**config.mk**
```make
export PLATFORM = sky130hd
export DESIGN_NAME = csse_ram
export DESIGN_NICKNAME = d
export VERILOG_FILES = /design/src/sv/csse_ram.sv
export SDC_FILE = /design/constraint.sdc
export NUM_CORES = 1
export LEC_CHECK = 0
export ABC_AREA = 1
export BUFFER_PORTS_ARGS = -buffer_cell sky130_fd_sc_hd__buf_2
export CAP_MARGIN = 40
export CORE_ASPECT_RATIO = 2
export CORE_MARGIN = 5
export CORE_UTILIZATION = 65
export CTS_BUF_LIST = sky130_fd_sc_hd__clkbuf_16
export CTS_CLUSTER_SIZE = 14
export DETAILED_ROUTE_END_ITERATION = 8
export HOLD_SLACK_MARGIN = 0.03
export PLACE_DENSITY_LB_ADDON = 0.1
export SYNTH_ARGS = -nofsm -noshare
export SYNTH_HDL_FRONTEND = slang
export SYNTH_SLANG_ARGS = --single-unit
```
**constraint.sdc**
```tcl
create_clock -name clk -period 4.8 [get_ports clk]
set_clock_uncertainty 0.2 [all_clocks]
set_input_delay 0.96 -clock clk [delete_from_list [all_inputs] [get_ports clk]]
set_output_delay 0.96 -clock clk [all_outputs]
set_load 0.05 [all_outputs]
```
**src/sv/csse_ram.sv**
```systemverilog
// Generic simple dual-port RAM with registered read.
module csse_ram #(
  parameter int WIDTH = 32,
  parameter int DEPTH = 16,
  parameter int AW    = (DEPTH > 1) ? $clog2(DEPTH) : 1
) (
  input  logic             clk,
  input  logic             we,
  input  logic [AW-1:0]    waddr,
  input  logic [WIDTH-1:0] wdata,
  input  logic [AW-1:0]    raddr,
  output logic [WIDTH-1:0] rdata
);

  logic [WIDTH-1:0] mem [DEPTH];

  // One write and one registered read per cycle.
  always_ff @(posedge clk) begin
    if (we) begin
      mem[waddr] <= wdata;
    end
    rdata <= mem[raddr];
  end

endmodule

```
## Word level (Yosys, flattened, before mapping)

Memory sizes are Yosys's and may differ from the RTL's. A register that Yosys moved wholly into a read port is not among the register bits.
Index checks and enable logic that the tools add are counted.

| operators by class | value |
|---|---|
| muxes and demuxes | 2 |

Operators by type and width:

| kind | count |
|---|---|
| $mux W1 | 2 |

| storage, ports and cells | value |
|---|---|
| register bits after elaboration | 0 |
| bits in writable memories | 512 |
| output and inout bits | 32 |
| logic and storage cells | 3 |
| memories kept | 1 |

Memory list:

| memory | words | width | rd ports | clocked after memory_dff | write ports | line | source |
|---|---|---|---|---|---|---|---|
| mem | 16 | 32 | 1 | 1 | 1 | 15 | `logic [WIDTH-1:0] mem [DEPTH];` |

## Logic depth before layout (Yosys ltp)

| depth | value |
|---|---|
| word-level depth | 2 |
| mapped depth | 10 |
| depth with buffers taken out | 7 |

## Least setup slack after synthesis

OpenSTA, ideal clock, no wires.

| timing | value |
|---|---|
| path kind | input to register |
| start point | in waddr[2] |
| end point | mem mem[10][0] (enable) |
| setup time | 0.421 ns |
| arrival time | 2.532 ns |
| slack | 1.647 ns |
| stages | 2 |
| buffers on the path | 0 |
| cell sequence | nand3b_1 > nor2_1 |

RTL lines:

| element | line | source |
|---|---|---|
| start: declaration | 9 | `input logic [AW-1:0] waddr,` |
| end: declaration | 15 |  |

No word-level cell before the write port.

==> results.sh <==
export IMPL_status="finished, final reports clean"
export IMPL_ys_async_sr_fraction_pct=0
export IMPL_final_cells=2654
export IMPL_ctsLongestPathBuffers=3
export IMPL_critPathSlowestCell="buf_4"
export IMPL_cp_arrival_ns=2.93
export IMPL_yosysMostFrequentCell="nand2_1"
export IMPL_portBuffers=73
export IMPL_hold_end="rdata[26]"
export IMPL_ys_flop_type="edfxtp_1"
export IMPL_hold_buffers=0
export IMPL_reg2reg_slack_ns=3.55
export IMPL_synth_area_leaders="edfxtp_1, nand2_1, nand3_1, inv_1, dfxtp_1"
export IMPL_route_vias_total=14600
export IMPL_cp_common_cell="nand3_1"
export IMPL_synth_area_mm2=0.0227
export IMPL_drt_wl_total_um=51100
export IMPL_startpoint_type="input port"
export IMPL_synth_compound_area_share_pct=0
export IMPL_synth_nets=2162
export IMPL_core_area_mm2=0.0348
export IMPL_power_uw=9370
export IMPL_setup_violations=0
export IMPL_maxSlewViolCount=0
export IMPL_reg2reg_depth=6
export IMPL_cp_num_buf_inv=2
export IMPL_synth_edf_count=512
export IMPL_cts_tree="built"
export IMPL_grt_max_degree=121
export IMPL_synth_top_cell_area_share_pct=67.6
export IMPL_dp_hpwl_um=26900
export IMPL_path_class="input port to flop"
export IMPL_synth_adder_area_share_pct=0
export IMPL_wl_per_cell_um=19.3
export IMPL_fin_crit_sh_pct=55.0
export IMPL_antenna_found_initial=3
export IMPL_path_clk_slew_ns=0.07
export IMPL_gp_congestion=0.779
export IMPL_reg2reg_to="rdata[1]"
export IMPL_fmax_mhz=379
export IMPL_num_io_pins=74
export IMPL_seq_area_frac_synth_pct=70.5
export IMPL_crit_family="buffers and inverters"
export IMPL_grt_pass1_vias=14400
export IMPL_max_slew_margin_rel_pct=36.1
export IMPL_insertion_delay_ns=0.56
export IMPL_hold_path_class="flop to flop"
export IMPL_muxShareOfSynthArea_pct=0
export IMPL_rsz0062_at_grt="false"
export IMPL_start_util_pct=65.3
export IMPL_drc_errors=0
export IMPL_grtUsageTotal_pct=26.6
export IMPL_worst_slew_pin_transition_ns=0.958
export IMPL_cts_root_buf="clkbuf_16"
export IMPL_p_leak_uw=0.0107
export IMPL_post_route_min_period_ns=2.64
export IMPL_r2r_start="mem[5][1]"
export IMPL_syn_area_per_cell_um2=10.7
export IMPL_hold_violations=0
export IMPL_holdPathStages=6
export IMPL_grt_pass1_wl_um=78800
export IMPL_die_area_mm2=0.0390
export IMPL_path_max_fanout=76
export IMPL_ant_nets=0
export IMPL_viasPerCell=5.52
export IMPL_synth_top_family_by_area="simple AND/OR/NAND/NOR gates"
export IMPL_cellPowerDensity_mw_per_mm2=378
export IMPL_dieHeight_um=274
export IMPL_crit_chain="buf_4 > buf_4 > nand3_1 > nand3_1 > nand3_1 > nand2_1"
export IMPL_max_stage_delay_ns=0.83
export IMPL_post_cts_buffers=0
export IMPL_synth_seq_cells=544
export IMPL_yosysTopAreaCell="edfxtp_1"
export IMPL_grt_ovfl_total=0
export IMPL_synth_cell_type_count=15
export IMPL_synthTopCellsByCount="nand2_1, edfxtp_1, inv_1, nand3_1, buf_2"
export IMPL_yosysWarnings=0
export IMPL_dp_cells=2569
export IMPL_max_cap_violations=0
export IMPL_hp_start="mem[6][26]"
export IMPL_yosys_area_share_simple_pct=20.0
export IMPL_cp_required_ns=5.09
export IMPL_ir_worst_vdd_uv=359
export IMPL_die_w_um=142
export IMPL_numCtsBuffers=46
export IMPL_syn_inst=2120
export IMPL_area_growth_pct=9.08
export IMPL_htree_levels=2
export IMPL_drive_gt1_share_pct=8.11
export IMPL_std_cell_rows=97
export IMPL_first_pass_iters=7
export IMPL_setup_tns_ns=0
export IMPL_cts_resized=0
export IMPL_synthXorXnorAreaFrac_pct=0
export IMPL_endpoint_kind="flop"
export IMPL_nets=2214
export IMPL_drt_iter0_drc=1162
export IMPL_cts_sinks=544
==> power by group <==
group / leakage [uW] / internal (uW) / total [uW] / switching (uW)
clock: 0.000736 / 1760 / 3330 / 1570
sequential: 0.00490 / 5310 / 5340 / 33.6
combinational: 0.00509 / 172 / 694 / 522
total: 0.0107 / 7240 / 9370 / 2130
==> worst min-delay path: cells and delay by family, from the launching register on <==
family	cells	cell delay (ns)
simple gates	6	0.32
flops	1	0.32
==> placed cells by master (no fill, tap or decap) <==
| master | Yosys | layout |
|---|---|---|
| nand2_1 | 677 | 677 |
| edfxtp_1 | 512 | 512 |
| inv_1 | 388 | 411 |
| nand3_1 | 385 | 385 |
| buf_2 | 41 | 71 |
| clkbuf_16 | 0 | 47 |
| dfxtp_1 | 32 | 32 |
| buf_4 | 6 | 29 |
| nor2_4 | 0 | 16 |
| clkinv_1 | 0 | 7 |
| buf_12 | 1 | 6 |
| diode_2 | 0 | 3 |
| inv_6 | 0 | 2 |
| inv_2 | 1 | 2 |
| nand3b_1 | 2 | 2 |
| clkinv_2 | 0 | 2 |
| buf_16 | 0 | 2 |
| inv_4 | 1 | 1 |
| nor2_1 | 17 | 1 |
| clkbuf_8 | 0 | 1 |
==> area by class of cell <==
type	instances	area [um^2]
Sequential cell	544	16000
Fill cell	2444	10000
Multi-Input combinational cell	1081	4670
Inverter	390	1470
Clock buffer	47	1180
Timing Repair Buffer	109	762
Tap cell	445	557
Clock inverter	35	139
Antenna cell	3	7.51
==> logic make-up (layout without fill, tap and decap cells) <==
kind of cell / Yosys count / after routing
buffers and inverters: 495 / 581
AND/OR/NAND/NOR: 1081 / 1081
flip-flops: 544 / 544
other: 0 / 3
==> registers in the layout (all words and copies together) (netlist names) <==
name,flops
mem,512
rdata,32
==> through the flow <==
stage	cell area, um^2	worst slack (ns)	hold WS [ns]	util, %
after floorplan	22700	1.65	0.407	-
after global placement	23400	1.62	0.434	67.2
after detailed placement	23500	1.56	0.437	67.4
after CTS	24800	2.15	0.452	71.2
after global routing	24800	2.08	0.505	71.2
final	24800	2.16	0.450	71.2
==> metal layers <==
metal | routed length (um) | vias up | GRT usage, % | share of wire, %
met5 | 0 | - | 0 | 0
met4 | 1940 | 0 | 10.1 | 3.8
met3 | 3680 | 141 | 3.25 | 7.2
met2 | 26600 | 592 | 46.7 | 52
met1 | 18900 | 6967 | 33.8 | 37
li1 | - | 6937 | - | -
==> worst max path at each step <==
stage	from	to	slack [ns]	depth (start not counted)
global placement	waddr[3]	mem[4][30]	1.62	4
CTS	waddr[2]	mem[9][25]	2.15	4
detailed placement	waddr[2]	mem[9][27]	1.56	4
global route	raddr[1]	rdata[23]	2.08	6
finish	raddr[1]	rdata[14]	2.16	6
floorplan	waddr[2]	mem[10][0]	1.65	2
Note: power is estimated with default switching activity, not from simulation.
