==> src/sv/csse_pkg.sv <==
// Shared types, widths and codes for the cluster squared-error cost block.
package csse_pkg;

  // Default sizes of the stores.
  localparam int MAX_POINTS_DEF   = 4096;
  localparam int MAX_DIMS_DEF     = 16;
  localparam int MAX_CLUSTERS_DEF = 16;

  // Fixed field widths.
  localparam int FEAT_W   = 32;
  localparam int LABEL_W  = 4;
  localparam int COST_W   = 64;
  localparam int STATUS_W = 2;
  localparam int CFG_W    = 5;
  localparam int SUM_W    = 48;

  // Status codes.
  localparam logic [STATUS_W-1:0] ST_OK        = 2'd0;
  localparam logic [STATUS_W-1:0] ST_EMPTY     = 2'd1;
  localparam logic [STATUS_W-1:0] ST_TOO_MANY  = 2'd2;
  localparam logic [STATUS_W-1:0] ST_BAD_LABEL = 2'd3;

  // Configuration register indexes.
  localparam logic REG_DIM      = 1'b0;
  localparam logic REG_CLUSTERS = 1'b1;

  // Sequencer states.
  typedef enum logic [4:0] {
    S_CLR, S_IDLE, S_ACC, S_FILL, S_CHK, S_DRD, S_DLD, S_DWT,
    S_LRD, S_LCHK, S_FRD, S_FSUB, S_MUL1, S_MUL2, S_SQ, S_ADD, S_OUT
  } csse_state_t;

  // Divider response.
  typedef struct packed {
    logic                    done;
    logic signed [SUM_W-1:0] quot;
  } div_rsp_t;

endpackage

==> src/sv/csse_div.sv <==
// Bit-serial restoring divider for centroid = sum / count, truncated toward zero.
module csse_div #(
  parameter int CNT_W = 13
) (
  input  logic                              clk,
  input  logic                              rst_n,
  input  logic                              start,
  input  logic signed [csse_pkg::SUM_W-1:0] dividend,
  input  logic [CNT_W-1:0]                  divisor,
  output csse_pkg::div_rsp_t                rsp
);
  import csse_pkg::*;

  localparam int STEP_W = $clog2(SUM_W);

  logic [SUM_W-1:0]  a_r, a_nxt;
  logic [CNT_W-1:0]  rem_r, rem_nxt;
  logic [CNT_W-1:0]  dvs_r, dvs_nxt;
  logic [STEP_W-1:0] step_r, step_nxt;
  logic              busy_r, busy_nxt;
  logic              done_r, done_nxt;
  logic              neg_r, neg_nxt;
  logic [CNT_W:0]    trial;
  logic [CNT_W:0]    diff;

  // One quotient bit per cycle.
  always_comb begin
    a_nxt    = a_r;
    rem_nxt  = rem_r;
    dvs_nxt  = dvs_r;
    step_nxt = step_r;
    busy_nxt = busy_r;
    neg_nxt  = neg_r;
    done_nxt = 1'b0;
    trial    = {rem_r, a_r[SUM_W-1]};
    diff     = trial - {1'b0, dvs_r};
    if (start) begin
      a_nxt    = dividend[SUM_W-1] ? SUM_W'(-dividend) : SUM_W'(dividend);
      neg_nxt  = dividend[SUM_W-1];
      rem_nxt  = '0;
      dvs_nxt  = divisor;
      step_nxt = '0;
      busy_nxt = 1'b1;
    end else if (busy_r) begin
      if (trial >= {1'b0, dvs_r}) begin
        rem_nxt = diff[CNT_W-1:0];
        a_nxt   = {a_r[SUM_W-2:0], 1'b1};
      end else begin
        rem_nxt = trial[CNT_W-1:0];
        a_nxt   = {a_r[SUM_W-2:0], 1'b0};
      end
      step_nxt = step_r + 1'b1;
      if (int'(step_r) == SUM_W - 1) begin
        busy_nxt = 1'b0;
        done_nxt = 1'b1;
      end
    end
  end

  always_ff @(posedge clk) begin
    if (!rst_n) begin
      busy_r <= 1'b0;
      done_r <= 1'b0;
    end else begin
      busy_r <= busy_nxt;
      done_r <= done_nxt;
    end
    a_r    <= a_nxt;
    rem_r  <= rem_nxt;
    dvs_r  <= dvs_nxt;
    step_r <= step_nxt;
    neg_r  <= neg_nxt;
  end

  // Apply the sign of the sum to the quotient.
  assign rsp.done = done_r;
  assign rsp.quot = neg_r ? -signed'(a_r) : signed'(a_r);

endmodule

==> config.mk <==
export PLATFORM = sky130hd
export DESIGN_NAME = csse_div
export DESIGN_NICKNAME = d
export VERILOG_FILES = /design/src/sv/csse_pkg.sv /design/src/sv/csse_div.sv
export SDC_FILE = /design/constraint.sdc
export NUM_CORES = 1
export LEC_CHECK = 0
export BUFFER_PORTS_ARGS = -buffer_cell sky130_fd_sc_hd__buf_2
export CAP_MARGIN = 20
export CORE_ASPECT_RATIO = 2
export CORE_MARGIN = 1.5
export CORE_UTILIZATION = 52
export CTS_BUF_LIST = sky130_fd_sc_hd__clkbuf_8
export DETAILED_ROUTE_END_ITERATION = 7
export HOLD_SLACK_MARGIN = 0.1
export MAX_ROUTING_LAYER = met4
export PLACE_DENSITY_LB_ADDON = 0.2
export SYNTH_ARGS = -nofsm -noshare
export SYNTH_HDL_FRONTEND = slang
export SYNTH_SLANG_ARGS = --single-unit
==> constraint.sdc <==
create_clock -name clk -period 2.6 [get_ports clk]
set_input_delay 0.26 -clock clk [delete_from_list [all_inputs] [get_ports clk]]
set_output_delay 0.26 -clock clk [all_outputs]
set_load 0.01 [all_outputs]
=== Yosys cells after proc, flatten, opt, wreduce, memory -nomap -nowiden ===
Cells that the tools add are included.

* Bitwise operators: 2
* Muxes and demuxes: 10
* Add/subtract/negate cells: 4
* Order comparisons: 1
* Reductions and logical operators: 2
* Equal/unequal tests: 1

{| class="wikitable"
|+ Operator list
! cell !! number
|-
| two-way mux 48 bit || 4
|-
| negator 48 bit || 2
|-
| greater-or-equal comparator 14 x 13 -> 1 bit || 1
|-
| two-way mux 13 bit || 1
|-
| subtractor 13 bit || 1
|-
| adder 6 x 1 -> 6 bit (second input constant) || 1
|-
| equality test 6 bit (second input constant) || 1
|-
| two-way mux 1 bit || 5
|-
| OR reduction 3 bit || 1
|-
| inverter 1 bit || 2
|-
| nonzero test 2 bit || 1
|}

* Output and inout port bits: 49
* Input bits: 64
* Register bits: 83
* Logic and storage cells: 27

=== Logic depth before layout (Yosys ltp) ===
* Depth in word-level cells: 4
* Depth in mapped cells: 11
* Depth with buffers taken out: 10

=== Worst setup path after synthesis ===
OpenSTA, ideal clock, no wires.

* Kind: reg-to-output
* From: register a_r[23]
* To: output port rsp[47] (netlist bit)
* Stages on the path, launching flop included: 7
* Setup slack: 0.035 ns
* Buffers on the path: 0
* Required time: 2.340 ns
* Arrival: 2.305 ns
* Cells stage by stage: edfxtp_1 or4_4 nor4_4 nand4b_2 or3_4 o41ai_2 xnor2_1

{| class="wikitable"
|+ RTL lines
! item !! RTL line !! text
|-
| from (decl) || csse_div.sv:16 || <nowiki>logic [SUM_W-1:0] a_r, a_nxt;</nowiki>
|-
| from (signal assigned) || csse_div.sv:68 || <nowiki>a_r <= a_nxt;</nowiki>
|-
| to (decl) || csse_div.sv:10 || <nowiki>output csse_pkg::div_rsp_t rsp</nowiki>
|}

==> results.toml <==
[status]
status = "finished, violations left"
violations = "setup timing"

[detailed_routing]
drtIter0Drc = 465
num_vias = 5746
ant_nets = 0
drcViolationCount = 0
dr_wl_met2_um = 9900
wl_per_cell_um = 17.2
m1WireLength_um = 5990
post_drt_via_cell_ratio = 5.85
highest_layer = "met4"
met3_length_um = 541
routed_wl_um = 16900
dr.pass1.iters = 5

[floorplanning]
initial_core_util = 0.528
rows = 55
die_h_um = 154
core_um2 = 11200
die_width_um = 78.5
dieArea_um2 = 12100
pin_count = 113

[timing]
worst_pin_slew_ps = 840
fmax_mhz = 320
setup_violations = 28
layout_setup_ws_ps = -522
grt_setup_unrepaired = "true"
period_needed_ps = 3120
slew_violations = 0
hold_slack_ps = 281
final.period_utilization = 1.20
hold_viol = 0
slew_headroom = 0.440
clock_skew_ps = 17.0

[worst_setup_path]
cp_cell_sequence = "or4_4, or4_4, buf_6, nor2_4, nand2_4, o31ai_1, xnor2_1, buf_2"
cp_slowest_stage_delay_ps = 610
cp_max_fo = 6
cp_data_required_time_ps = 2340
arrival_ps = 2860
start_kind = "flip-flop"
critPathSlowestCell = "or4_4"
crit_type = "flip-flop to primary output"
cpMostUsedCell = "or4_4"
endpoint_kind = "primary output"

[finish]
layout-drive-gt1-share = 0.311
fillers = 905
layout_common_cells = "buf_2 (111), buf_4 (80), nor2_1 (73), edfxtp_1 (62), a21oi_1 (59)"
layout.cells.non_filler = 982
fin_area_um2 = 7790
diodes = 0
syn_to_final_growth_pct = 31.4
final_common_cell = "buf_2"
nNetsFinal = 916

[synth]
synth_cell_types = 51
yosysSeqAreaShare = 0.385
synthCells = 647
syn_area_um2 = 5930
ys.flop_type = "edfxtp_1"
synth-seq-cells = 83
synth_edf_count = 62
async_flop_share = 0
synth.avg_cell_area_um2 = 9.16
syn_nets = 728
yosysWarnings = 0

[global_routing]
grt_pass1_vias = 5515
grt_antenna_before_repair = 0
grt_pass1_wl_um = 25600
grt_use_total = 0.278
grt.overflow.total = 0
grt_max_degree = 58

[job]
max-cap-violations = 0

[placement]
io_buffers = 112
dp_slack_ps = -230
postPlaceCellArea_um2 = 7010
dp_hpwl_um = 12200
placed_cells = 928
routabilityCongestion = 0.918

[clocking]
cts.sinks = 83
clk_latency_ps = 370
clk_pin_slew_ps = 100
clock_path_buffers = 2
root_buffer = "clkbuf_8"
cts_tree = "yes"
tritoncts.num_buffers = 9
htree_levels = 3

[pwr]
peakVddDrop_uv = 357
p_per_area_nw_per_um2 = 520
p_total_mw = 4.05
cellLeakagePower_nw = 3.13

[hold_path]
hold_path_class = "input pin to flip-flop"
sequential cells by signal (all words and copies together) (netlist names):
name	flops
a_r	48
busy_r	1
rem_r	13
done_r	1
dvs_r	13
neg_r	1
step_r	6
final cells by class:
class	count	area [um^2]	area share
repair buffers	212	1390	0.179
clock inverters	7	104	0.0133
well taps	142	178	0.0228
flip-flops and latches	83	2280	0.293
clock buffers	9	124	0.0159
inverters	22	82.6	0.0106
multi-input cells	507	3620	0.465
report_power, final:
part | internal (mW) | leakage, nW | total (mW) | switching (mW)
clock network | 0.559 | 0.117 | 1.09 | 0.534
registers | 1.58 | 0.780 | 1.68 | 0.100
logic | 0.590 | 2.23 | 1.28 | 0.686
total | 2.73 | 3.13 | 4.05 | 1.32
metal layers:
layer,vias to the layer above,GRT usage
li1,2752,-
met1,2764,0.266
met2,188,0.538
met3,42,0.0303
met4,0,0.128
met5,-,-
timing repair:
item                                    4_1_cts  5_1_grt
hold buffers                                 14        0
endpoints found under the hold margin        14        0
pin swaps                                    13       18
endpoints found under the setup margin       30       39
resized for setup                            33       18
setup buffers                                10       16
stage by stage:
| step | setup TNS [ps] | utilization |
|---|---|---|
| 6_report | -9280 | 0.694 |
| 3_3_place_gp | -1400 | 0.625 |
| 3_5_place_dp | -2690 | 0.625 |
| 4_1_cts | -7690 | 0.676 |
| 2_1_floorplan | 0 | - |
| 5_1_grt | -12410 | 0.694 |
Yosys cell counts, types with 6 or more instances:
| library cell | n | area (um^2) |
|---|---|---|
| or4_1 | 10 | 75.1 |
| xnor2_1 | 54 | 473 |
| a21oi_1 | 59 | 295 |
| xor2_1 | 50 | 438 |
| ha_1 | 16 | 200 |
| o31ai_1 | 31 | 233 |
| or2_2 | 8 | 50.1 |
| nand4_1 | 7 | 43.8 |
| nor2_1 | 74 | 278 |
| o21ai_0 | 41 | 205 |
| or3_1 | 13 | 81.3 |
| edfxtp_1 | 62 | 1860 |
| nand2_1 | 31 | 116 |
| nand3_1 | 10 | 50.1 |
| nand2b_1 | 8 | 50.1 |
| mux2i_1 | 11 | 110 |
| nor4_1 | 6 | 37.5 |
| o41ai_1 | 17 | 149 |
| clkbuf_1 | 27 | 101 |
| a211oi_1 | 9 | 67.6 |
| dfxtp_1 | 21 | 420 |
| nor3_1 | 9 | 45.0 |
| inv_1 | 22 | 82.6 |
kinds of logic (layout without fill, tap and decap cells):
family,count (synthesis),in the layout,synth area share
AND/OR/NAND/NOR,197,197,0.174
flip-flops,83,83,0.385
XOR/XNOR,104,104,0.154
AO/OA/AOI/OAI,176,176,0.190
adder cells (fa/ha/maj),17,17,0.0372
multiplexers,13,13,0.0224
buffers and inverters,57,250,0.0380
critical path, delay by kind of cell (launching register included):
| kind | cells | cell delay [ps] |
|---|---|---|
| and+or+nand+nor | 4 | 1330 |
| xor gates and xnor gates | 1 | 160 |
| AOI/OAI and AO/OA | 1 | 290 |
| DFF | 1 | 420 |
| buffers and inverters | 2 | 290 |
path summary, 6_finish.rpt:
| path | cells after the start | slack [ps] | endpoint | startpoint |
|---|---|---|---|---|
| setup / recovery | 8 | -520 | rsp[36] | a_r[10] |
| hold / removal | 2 | 280 | a_r[0] | dividend[0] |
| setup reg to reg | 11 | 80 | rem_r[8] | a_r[47] |
| hold reg to reg | 2 | 510 | step_r[5] | step_r[5] |
Power figures use the tool's default switching activity.
